--- config.mk ---
export PLATFORM = sky130hd
export DESIGN_NAME = bounded_array_list_engine_flat
export DESIGN_NICKNAME = d
export VERILOG_FILES = /design/src/sv/bal_pkg.sv /design/src/sv/bal_stream_if.sv /design/src/sv/bal_ram.sv /design/src/sv/bal_cfg.sv /design/src/sv/bounded_array_list_engine.sv /design/src/flat_wrapper.sv
export SDC_FILE = /design/constraint.sdc
export NUM_CORES = 2
export LEC_CHECK = 0
export ABC_AREA = 0
export ABC_CLOCK_PERIOD_IN_PS = 9600
export BUFFER_PORTS_ARGS = -buffer_cell sky130_fd_sc_hd__clkbuf_2
export CAP_MARGIN = 20
export CORE_UTILIZATION = 35
export CTS_BUF_LIST = sky130_fd_sc_hd__clkbuf_8
export DETAILED_ROUTE_END_ITERATION = 8
export SETUP_SLACK_MARGIN = 0.02
export SLEW_MARGIN = 0
export SYNTH_ARGS = -nofsm -noshare
export SYNTH_HDL_FRONTEND = slang
export SYNTH_SLANG_ARGS = --single-unit
--- constraint.sdc ---
create_clock -name clk -period 9.6 [get_ports clk]
set_input_delay 1.44 -clock clk [delete_from_list [all_inputs] [get_ports clk]]
set_output_delay 1.44 -clock clk [all_outputs]
set_load 0.1 [all_outputs]
--- src/sv/bal_pkg.sv ---
// Shared types and command codes for the bounded array list engine.
`timescale 1ns / 1ps
`default_nettype none
package bal_pkg;

  localparam logic [3:0] CMD_READ  = 4'd0;
  localparam logic [3:0] CMD_SRCH  = 4'd1;
  localparam logic [3:0] CMD_INS   = 4'd2;
  localparam logic [3:0] CMD_FRONT = 4'd3;
  localparam logic [3:0] CMD_BACK  = 4'd4;
  localparam logic [3:0] CMD_REM   = 4'd5;
  localparam logic [3:0] CMD_REMF  = 4'd6;
  localparam logic [3:0] CMD_REMB  = 4'd7;
  localparam logic [3:0] CMD_REPL  = 4'd8;
  localparam logic [3:0] CMD_AINS  = 4'd9;
  localparam logic [3:0] CMD_DINS  = 4'd10;
  localparam logic [3:0] CMD_SRTA  = 4'd11;
  localparam logic [3:0] CMD_SRTD  = 4'd12;

  localparam logic [0:0] REG_CAPACITY = 1'b0;

  typedef struct packed {
    logic [3:0]         command;
    logic signed [31:0] value;
    logic [6:0]         position;
  } req_t;

  typedef struct packed {
    logic               ok;
    logic signed [31:0] read_value;
    logic [6:0]         found_position;
    logic [6:0]         count;
    logic               is_empty;
    logic               is_full;
    logic               ascending;
    logic               descending;
  } rsp_t;

endpackage
`default_nettype wire

--- src/sv/bal_stream_if.sv ---
// Valid/ready channel carrying one transaction payload.
`timescale 1ns / 1ps
`default_nettype none
interface bal_stream_if #(parameter type T = logic);
  logic valid;
  logic ready;
  T     data;
  modport source (output valid, output data, input ready);
  modport sink (input valid, input data, output ready);
endinterface
`default_nettype wire

--- src/sv/bal_ram.sv ---
// Generic single-write, single-read RAM with registered read data.
`timescale 1ns / 1ps
`default_nettype none
module bal_ram #(
  parameter int WIDTH = 32,
  parameter int DEPTH = 64
) (
  input  wire logic                     clk,
  input  wire logic                     we,
  input  wire logic [$clog2(DEPTH)-1:0] waddr,
  input  wire logic [WIDTH-1:0]         wdata,
  input  wire logic [$clog2(DEPTH)-1:0] raddr,
  output logic      [WIDTH-1:0]         rdata
);
  logic [WIDTH-1:0] mem [DEPTH];

  always_ff @(posedge clk) begin
    if (we) begin
      mem[waddr] <= wdata;
    end
    rdata <= mem[raddr];
  end
endmodule
`default_nettype wire

--- src/sv/bal_cfg.sv ---
// APB-style configuration register holding the capacity in use.
`timescale 1ns / 1ps
`default_nettype none
module bal_cfg
  import bal_pkg::*;
#(
  parameter int LIST_DEPTH = 64
) (
  input  wire logic                            clk,
  input  wire logic                            rst,
  input  wire logic                            psel,
  input  wire logic                            penable,
  input  wire logic                            pwrite,
  input  wire logic [2:0]                      paddr,
  input  wire logic [31:0]                     pwdata,
  output logic      [31:0]                     prdata,
  output logic                                 pready,
  output logic      [$clog2(LIST_DEPTH+1)-1:0] cap_eff
);
  localparam int CW = $clog2(LIST_DEPTH + 1);
  localparam int PW = (CW > 7) ? CW : 7;

  logic [6:0]    capacity;
  logic [PW-1:0] capx;

  assign pready = 1'b1;
  assign capx   = PW'(capacity);

  always_ff @(posedge clk) begin
    if (rst) begin
      capacity <= 7'd64;
    end else if (psel && penable && pwrite && paddr == {REG_CAPACITY, 2'b00}) begin
      capacity <= pwdata[6:0];
    end
  end

  always_comb begin
    if (capx == '0) begin
      cap_eff = CW'(1);
    end else if (capx > PW'(LIST_DEPTH)) begin
      cap_eff = CW'(LIST_DEPTH);
    end else begin
      cap_eff = capx[CW-1:0];
    end
  end

  assign prdata = (paddr == {REG_CAPACITY, 2'b00}) ? {25'd0, capacity} : 32'd0;
endmodule
`default_nettype wire

--- src/sv/bounded_array_list_engine.sv ---
// Top level: command sequencer over the list memory.
// Usage:
//   req carries one command transaction (command, value, position); rsp returns
//   exactly one result transaction per command with the list status after it.
//   One command is worked at a time; req.ready is high while the sequencer waits
//   for a command, also while a finished result still waits on rsp.
//   All steps are bound by the single read port of the list memory, whose
//   read data is registered. A read takes one memory read; a search scans
//   the entries in order; inserts and removals shift the entries, then scan
//   the list for order; replace only does the order scan; sorted inserts
//   first search the position; sorts run an insertion sort, then the scan.
//   Failed commands go straight to the final step.
//   Reset (rst, synchronous) empties the list, sets capacity_in_use to 64 and
//   drops any pending result; memory contents stay undefined and are never read
//   beyond the count.
//   When rsp stalls the result is held and the sequencer waits in its final
//   step; the next command is still taken once the previous one is finished.
//   Configuration: write capacity_in_use at byte address 0 over the APB port
//   while no command is in flight.
`timescale 1ns / 1ps
`default_nettype none
module bounded_array_list_engine
  import bal_pkg::*;
#(
  parameter int LIST_DEPTH = 64
) (
  input  wire logic        clk,
  input  wire logic        rst,
  bal_stream_if.sink       req,
  bal_stream_if.source     rsp,
  input  wire logic        psel,
  input  wire logic        penable,
  input  wire logic        pwrite,
  input  wire logic [2:0]  paddr,
  input  wire logic [31:0] pwdata,
  output logic      [31:0] prdata,
  output logic             pready
);
  localparam int CW = $clog2(LIST_DEPTH + 1);
  localparam int AW = $clog2(LIST_DEPTH);
  localparam int PW = (CW > 7) ? CW : 7;

  typedef enum logic [17:0] {
    S_IDLE = 18'h00001, S_RDW  = 18'h00002, S_SRD  = 18'h00004,
    S_SCHK = 18'h00008, S_IRD  = 18'h00010, S_IWR  = 18'h00020,
    S_RRD  = 18'h00040, S_RWR  = 18'h00080, S_FRD  = 18'h00100,
    S_FCHK = 18'h00200, S_TRI  = 18'h00400, S_TW   = 18'h00800,
    S_TRJ  = 18'h01000, S_TCHK = 18'h02000, S_CST  = 18'h04000,
    S_CRD  = 18'h08000, S_CCHK = 18'h10000, S_DONE = 18'h20000
  } state_t;

  state_t             state;
  logic [CW-1:0]      cnt, idx, jdx, ins_pos, cap_eff;
  logic signed [31:0] val, wreg, prev, rv;
  logic [CW-1:0]      fp;
  logic               ok, asc, desc, cmd_desc, rsp_valid;
  rsp_t               rsp_data;

  logic               we;
  logic [AW-1:0]      waddr, raddr;
  logic signed [31:0] wdata, rdata;

  logic [PW-1:0]      cntx, capx, posx, ins_p, rem_p;
  logic [CW-1:0]      ip1, im1, jm1;
  logic               ooo;

  bal_cfg #(.LIST_DEPTH(LIST_DEPTH)) u_cfg (
    .clk, .rst, .psel, .penable, .pwrite, .paddr, .pwdata, .prdata, .pready, .cap_eff
  );

  bal_ram #(.WIDTH(32), .DEPTH(LIST_DEPTH)) u_ram (
    .clk, .we, .waddr, .wdata, .raddr, .rdata
  );

  assign cntx = PW'(cnt);
  assign capx = PW'(cap_eff);
  assign posx = PW'(req.data.position);
  assign ip1  = idx + 1'b1;
  assign im1  = idx - 1'b1;
  assign jm1  = jdx - 1'b1;
  assign ooo  = cmd_desc ? (rdata < (state == S_FCHK ? val : wreg))
                         : (rdata > (state == S_FCHK ? val : wreg));

  always_comb begin
    case (req.data.command)
      CMD_INS: ins_p = posx;
      CMD_FRONT: ins_p = '0;
      default: ins_p = cntx;
    endcase
    case (req.data.command)
      CMD_REM: rem_p = posx;
      CMD_REMF: rem_p = '0;
      default: rem_p = cntx - 1'b1;
    endcase
  end

  assign req.ready = (state == S_IDLE);
  assign rsp.valid = rsp_valid;
  assign rsp.data  = rsp_data;

  always_comb begin
    we    = 1'b0;
    waddr = idx[AW-1:0];
    wdata = rdata;
    raddr = idx[AW-1:0];
    unique case (state)
      S_IDLE: begin
        if (req.data.command == CMD_READ) begin
          raddr = posx[AW-1:0];
        end
        if (req.valid && req.data.command == CMD_REPL && posx < cntx) begin
          we    = 1'b1;
          waddr = posx[AW-1:0];
          wdata = req.data.value;
        end
      end
      S_IRD: begin
        if (idx == ins_pos) begin
          we    = 1'b1;
          waddr = ins_pos[AW-1:0];
          wdata = val;
        end else begin
          raddr = im1[AW-1:0];
        end
      end
      S_IWR, S_RWR: we = 1'b1;
      S_RRD: raddr = ip1[AW-1:0];
      S_TRJ: begin
        if (jdx == '0) begin
          we    = 1'b1;
          waddr = jdx[AW-1:0];
          wdata = wreg;
        end else begin
          raddr = jm1[AW-1:0];
        end
      end
      S_TCHK: begin
        we    = 1'b1;
        waddr = jdx[AW-1:0];
        wdata = ooo ? rdata : wreg;
      end
      default: ;
    endcase
  end

  always_ff @(posedge clk) begin
    if (rst) begin
      state     <= S_IDLE;
      cnt       <= '0;
      asc       <= 1'b1;
      desc      <= 1'b1;
      rsp_valid <= 1'b0;
    end else begin
      if (state == S_DONE && (!rsp_valid || rsp.ready)) begin
        rsp_valid <= 1'b1;
      end else if (rsp.ready) begin
        rsp_valid <= 1'b0;
      end
      unique case (state)
        S_IDLE: begin
          if (req.valid) begin
            ok       <= 1'b0;
            rv       <= '0;
            fp       <= '0;
            val      <= req.data.value;
            cmd_desc <= (req.data.command == CMD_DINS) || (req.data.command == CMD_SRTD);
            state    <= S_DONE;
            case (req.data.command) inside
              CMD_READ: if (posx < cntx) state <= S_RDW;
              CMD_SRCH: begin
                fp  <= cnt;
                idx <= '0;
                if (cnt != '0) state <= S_SRD;
              end
              CMD_INS, CMD_FRONT, CMD_BACK: begin
                if (!(cntx >= capx || ins_p > cntx)) begin
                  ins_pos <= ins_p[CW-1:0];
                  idx     <= cnt;
                  state   <= S_IRD;
                end
              end
              CMD_REM, CMD_REMF, CMD_REMB: begin
                if (cnt != '0 && rem_p < cntx) begin
                  idx   <= rem_p[CW-1:0];
                  state <= S_RRD;
                end
              end
              CMD_REPL: begin
                if (posx < cntx) begin
                  ok    <= 1'b1;
                  state <= S_CST;
                end
              end
              CMD_AINS, CMD_DINS: begin
                if ((req.data.command == CMD_AINS ? asc : desc) && cntx < capx) begin
                  idx   <= '0;
                  state <= S_FRD;
                end
              end
              CMD_SRTA, CMD_SRTD: begin
                ok  <= 1'b1;
                idx <= CW'(1);
                if (cntx >= PW'(2)) state <= S_TRI;
              end
              default: ;
            endcase
          end
        end
        S_RDW: begin
          rv    <= rdata;
          ok    <= 1'b1;
          state <= S_DONE;
        end
        S_SRD: state <= S_SCHK;
        S_SCHK: begin
          if (rdata == val) begin
            fp    <= idx;
            ok    <= 1'b1;
            state <= S_DONE;
          end else if (ip1 == cnt) begin
            state <= S_DONE;
          end else begin
            idx   <= ip1;
            state <= S_SRD;
          end
        end
        S_IRD: begin
          if (idx == ins_pos) begin
            cnt   <= cnt + 1'b1;
            ok    <= 1'b1;
            state <= S_CST;
          end else begin
            state <= S_IWR;
          end
        end
        S_IWR: begin
          idx   <= im1;
          state <= S_IRD;
        end
        S_RRD: begin
          if (ip1 >= cnt) begin
            cnt   <= cnt - 1'b1;
            ok    <= 1'b1;
            state <= S_CST;
          end else begin
            state <= S_RWR;
          end
        end
        S_RWR: begin
          idx   <= ip1;
          state <= S_RRD;
        end
        S_FRD: begin
          if (idx == cnt) begin
            ins_pos <= idx;
            state   <= S_IRD;
          end else begin
            state <= S_FCHK;
          end
        end
        S_FCHK: begin
          if (ooo) begin
            ins_pos <= idx;
            idx     <= cnt;
            state   <= S_IRD;
          end else begin
            idx   <= ip1;
            state <= S_FRD;
          end
        end
        S_TRI: begin
          if (idx == cnt) begin
            state <= S_CST;
          end else begin
            jdx   <= idx;
            state <= S_TW;
          end
        end
        S_TW: begin
          wreg  <= rdata;
          state <= S_TRJ;
        end
        S_TRJ: begin
          if (jdx == '0) begin
            idx   <= ip1;
            state <= S_TRI;
          end else begin
            state <= S_TCHK;
          end
        end
        S_TCHK: begin
          if (ooo) begin
            jdx   <= jm1;
            state <= S_TRJ;
          end else begin
            idx   <= ip1;
            state <= S_TRI;
          end
        end
        S_CST: begin
          idx   <= '0;
          asc   <= 1'b1;
          desc  <= 1'b1;
          state <= (cntx >= PW'(2)) ? S_CRD : S_DONE;
        end
        S_CRD: state <= S_CCHK;
        S_CCHK: begin
          if (idx != '0) begin
            if (prev > rdata) asc <= 1'b0;
            if (prev < rdata) desc <= 1'b0;
          end
          prev <= rdata;
          if (ip1 == cnt) begin
            state <= S_DONE;
          end else begin
            idx   <= ip1;
            state <= S_CRD;
          end
        end
        S_DONE: begin
          if (!rsp_valid || rsp.ready) begin
            rsp_data.ok              <= ok;
            rsp_data.read_value      <= rv;
            rsp_data.found_position  <= 7'(PW'(fp));
            rsp_data.count           <= cntx[6:0];
            rsp_data.is_empty        <= (cnt == '0);
            rsp_data.is_full         <= (cntx >= capx);
            rsp_data.ascending       <= asc;
            rsp_data.descending      <= desc;
            state                    <= S_IDLE;
          end
        end
        default: state <= S_IDLE;
      endcase
    end
  end

  a_cnt_bound: assert property (@(posedge clk) disable iff (rst)
    cntx <= PW'(LIST_DEPTH))
    else $error("entry count above list depth");

  a_busy_after_accept: assert property (@(posedge clk) disable iff (rst)
    req.valid && req.ready |=> state != S_IDLE)
    else $error("accepted transaction not worked");

  a_cnt_step: assert property (@(posedge clk) disable iff (rst)
    state != S_IDLE |=> cnt == $past(cnt) || cnt == $past(cnt) + 1'b1
                        || cnt + 1'b1 == $past(cnt))
    else $error("entry count jumped");

endmodule
`default_nettype wire

--- src/flat_wrapper.sv ---
// flat-port wrapper written by rule: the top's interface ports become plain ports
module bounded_array_list_engine_flat import bal_pkg::*;
#(
  parameter int LIST_DEPTH = 64
)
  (clk, rst, psel, penable, pwrite, paddr, pwdata, prdata, pready, req_valid, req_data, req_ready, rsp_valid, rsp_data, rsp_ready);
  bal_stream_if #(.T(req_t)) req_i ();
  bal_stream_if #(.T(rsp_t)) rsp_i ();
  input  wire logic clk;
  input  wire logic rst;
  input  wire logic psel;
  input  wire logic penable;
  input  wire logic pwrite;
  input  wire logic [2:0] paddr;
  input  wire logic [31:0] pwdata;
  output logic      [31:0] prdata;
  output logic pready;
  input wire logic [$bits(req_i.valid)-1:0] req_valid;
  input wire logic [$bits(req_i.data)-1:0] req_data;
  output wire logic [$bits(req_i.ready)-1:0] req_ready;
  output wire logic [$bits(rsp_i.valid)-1:0] rsp_valid;
  output wire logic [$bits(rsp_i.data)-1:0] rsp_data;
  input wire logic [$bits(rsp_i.ready)-1:0] rsp_ready;
  assign req_i.valid = req_valid;
  assign req_i.data = req_data;
  assign req_ready = req_i.ready;
  assign rsp_valid = rsp_i.valid;
  assign rsp_data = rsp_i.data;
  assign rsp_i.ready = rsp_ready;
  bounded_array_list_engine #(.LIST_DEPTH(LIST_DEPTH)) u_core (.clk(clk), .rst(rst), .req(req_i), .rsp(rsp_i), .psel(psel), .penable(penable), .pwrite(pwrite), .paddr(paddr), .pwdata(pwdata), .prdata(prdata), .pready(pready));
endmodule
==> run metrics <==
CP max-delay cell=o311ai_4; Reg2Reg Depth=18; unrepaired setup endpoints after global routing=false; global-route usage over all layers=0.2002; final wirelength=279900 microns; Syn Area/Cell=between 15 and 20 sq um; post-synthesis sequential area ratio=0.7253; H-tree depth=5; hold buffers post-CTS=0; Commonest cells post-synth=2257 x edfxtp_1, 815 x nand2_1, 379 x nand3_1; Lkg Pwr=36.58 nW; status=completed; Power Density=about 270 nW/um^2; cell count of the worst hold path=0; Top FF cell, synth=edfxtp_1; Crit Path Max Fanout=36; Int Pwr=around 19 mW; final worst setup slack=approximately 1.9 ns; initial DRC count=about 6500; fill count=~25000; vias in the first global route=approximately 57000; FF+latch area=between 60000 and 70000 sq um; antenna-violating nets left=0; met2 WL=131700 microns; die width=approximately 520 microns; Total Power=just under 30 mW; IO buf count=119; number of vias in the routed layout=between 50000 and 60000; VDD IR max=around 0.0002 V; clk_lat worst skew=~1.1 ns; Worst Path Arrival=approximately 8.5 ns; max-slew violations=0; fin crit share=0.8033; core footprint=between 200000 and 300000 sq um; Clock Power Share=0.281; Worst Clk Skew=approximately 0.084 ns; IO Pins=171; Final Hold Vio Count=0; Yosys warning total=0; Worst Path Class, Setup=reg -> reg; post-place setup slack=about 2.1 ns; Initial Util=0.3519; met3 wire length=~24000 microns; initial antenna violation count=20; setup bufs post-CTS=0; post-CTS resize count=0; leading area contributor after synthesis=edfxtp_1; max incr delay on CP=0.84 ns; combinational cell fraction of total power=0.254; Fmax achieved=between 100 and 150 MHz; count of cell types in the netlist=84; Max-Cap Viols=0; top sig layer=met5; synth-to-layout area growth=13.44%; layout cells sized above 1=0.1649; Rows=around 190; Slew HR=0.1593; worst hold path type=reg -> reg; Post-synth EDFFs=2257; largest net degree at the start of global routing=147; Flop pwr share=0.464; Seq cells post-synth=between 2000 and 2500; critical path required time=slightly above 10 ns; Fin Setup TNS=0 ns; first-pass GRT wire length=between 300000 and 400000 microns; CTS sink cnt=around 2300; Multi-input gate area=between 20000 and 25000 sq um; M1 WL=about 120000 microns; global route total overflow=0; vias per cell=5.603; top area cells in the synthesized netlist=edfxtp_1 71%, mux4_2 3.5%, nand2_1 3.2%; placer congestion estimate=between 0.8 and 0.9; Netlist Area Pre-Place=95290 sq um; Final #Nets=6761; most frequent cell after synthesis=edfxtp_1; CTS tree=built; CTS Buf Count=approximately 380; switch share=0.3382; nature of the critical path endpoint=flop; Die Ht=523.8 microns; DR WL/cell=approximately 27 microns; drt drc=0; Clock Pin Slew Worst Setup and Hold Paths=around 0.06 ns; startpoint types=flop; worst slew pin tran=1.249 ns; cell mode on critical path=buf_4; crit-path cells=nor4_4, nand3_2, nor4_1, nand4b_1, buf_4, mux2i_1, ha_1, a21o_1, a21o_1, a21oi_1, o21ai_0, o41a_1, o21ai_0, nand2_1, o311ai_4, buf_4, a221o_2, buf_4; Yosys top cell area share=0.7113; Layout Utilization=0.3992; HPWL after DPL=167600 microns; Psw=roughly 9.7 mW; CTS Root Cell=clkbuf_8; 1st-pass router iterations=8; min cycle time layout=slightly below 8 ns; die area=~270000 sq um; CTS max path bufs=4; Final setup viols=0; Cells after Synth=roughly 6200; Post-synth ARST share=0
power by group through the flow:
| stage | Sequential, mW | Clock (mW) | Combinational, mW |
|---|---|---|---|
| finish | 13.4 | 8.11 | 7.33 |
| global route | 13.4 | 8.66 | 7.74 |
| CTS | 13.3 | 8.24 | 7.28 |
| detailed placement | 13.6 | 0 | 7.26 |
| global placement | 13.5 | 0 | 7.10 |
| floorplan | 13.4 | 0 | 4.12 |
final cells by class:
class	count	share of cell area
Clock inverter	265	0.01386
Antenna cell	35	0.0008102
Sequential cell	2324	0.6394
Inverter	116	0.004028
Multi-Input combinational cell	3415	0.2272
Timing Repair Buffer	339	0.02239
Clock buffer	401	0.05106
Tap cell	3570	0.04132
routing by layer:
metal / vias to the layer above / global-route usage
met5: - / 0
met4: 8 / 0.07097
met3: 465 / 0.03824
met2: 2787 / 0.3232
met1: 30120 / 0.2692
li1: 25260 / -
critical path, delay by kind of cell, from the launching register on:
family	cells	cell delay [ns]
AO/OA/AOI/OAI	8	3.26
buffers and inverters	3	1.25
flip-flops	1	0.36
adder cells (fa/ha/maj)	1	0.32
multiplexers	1	0.20
AND/OR/NAND/NOR	5	1.86
path summary, 6_finish.rpt:
path | slack, ns | from | endpoint
worst max register to register | 1.89 | u_core.state[12] | u_core.u_ram.mem[4][29]
worst max-delay path | 1.89 | u_core.state[12] | u_core.u_ram.mem[4][29]
worst min-delay path | 0.42 | u_core.rv[25] | u_core.rsp.data[43]
worst min register to register | 0.42 | u_core.rv[25] | u_core.rsp.data[43]
flip-flops by register name, indices dropped and copies added, names as in the netlist:
name	count
u_core.u_ram.rdata	32
u_core.rsp.valid	1
u_core.cmd_desc	1
u_core.prev	32
u_core.jdx	7
u_core.rv	32
u_core.asc	1
u_core.u_ram.mem	2048
u_core.u_cfg.capacity	7
u_core.ok	1
u_core.fp	7
u_core.val	32
u_core.wreg	32
u_core.cnt	7
u_core.rsp.data	51
u_core.idx	7
u_core.state	18
u_core.ins_pos	7
u_core.desc	1
logic make-up after synthesis:
family / synth area share
flops: 0.7253
simple gates: 0.08539
compound gates: 0.07660
buf+inv: 0.02530
mux: 0.06725
fa+ha+maj: 0.01379
xor+xnor: 0.006250
other cells: 0.00007881
metrics by stage:
step           hold WS [ns]  std cells  area, sq um
2_1_floorplan        0.4003       6273        95380
4_1_cts              0.4159      10430       108000
3_3_place_gp         0.4048       9760       100900
3_5_place_dp         0.4045       9764       101000
5_1_grt              0.4208      10460       108100
6_report             0.4183      10470       108100
layout by cell type (no fill, tap or decap), types with 26 or more instances in the layout:
cell type  count
a2111oi_0     28
a21o_1        40
a21oi_1      256
a221o_1       61
a221o_2       32
a221oi_1     142
a22o_1        41
a22oi_1       59
a31oi_1       61
and3_1        41
buf_4        205
clkbuf_2     119
clkbuf_8     401
clkinv_1      75
clkinv_2      43
conb_1        26
dfxtp_1       67
diode_2       35
edfxtp_1    2257
ha_1         105
inv_1        239
mux2i_1      296
mux4_2       150
nand2_1      810
nand3_1      379
nand4_1       77
nor2_1       131
nor2_4        48
nor3_1        71
nor4_1        50
o21ai_0       72
xor2_1        43
Power figures use the tool's default switching activity.
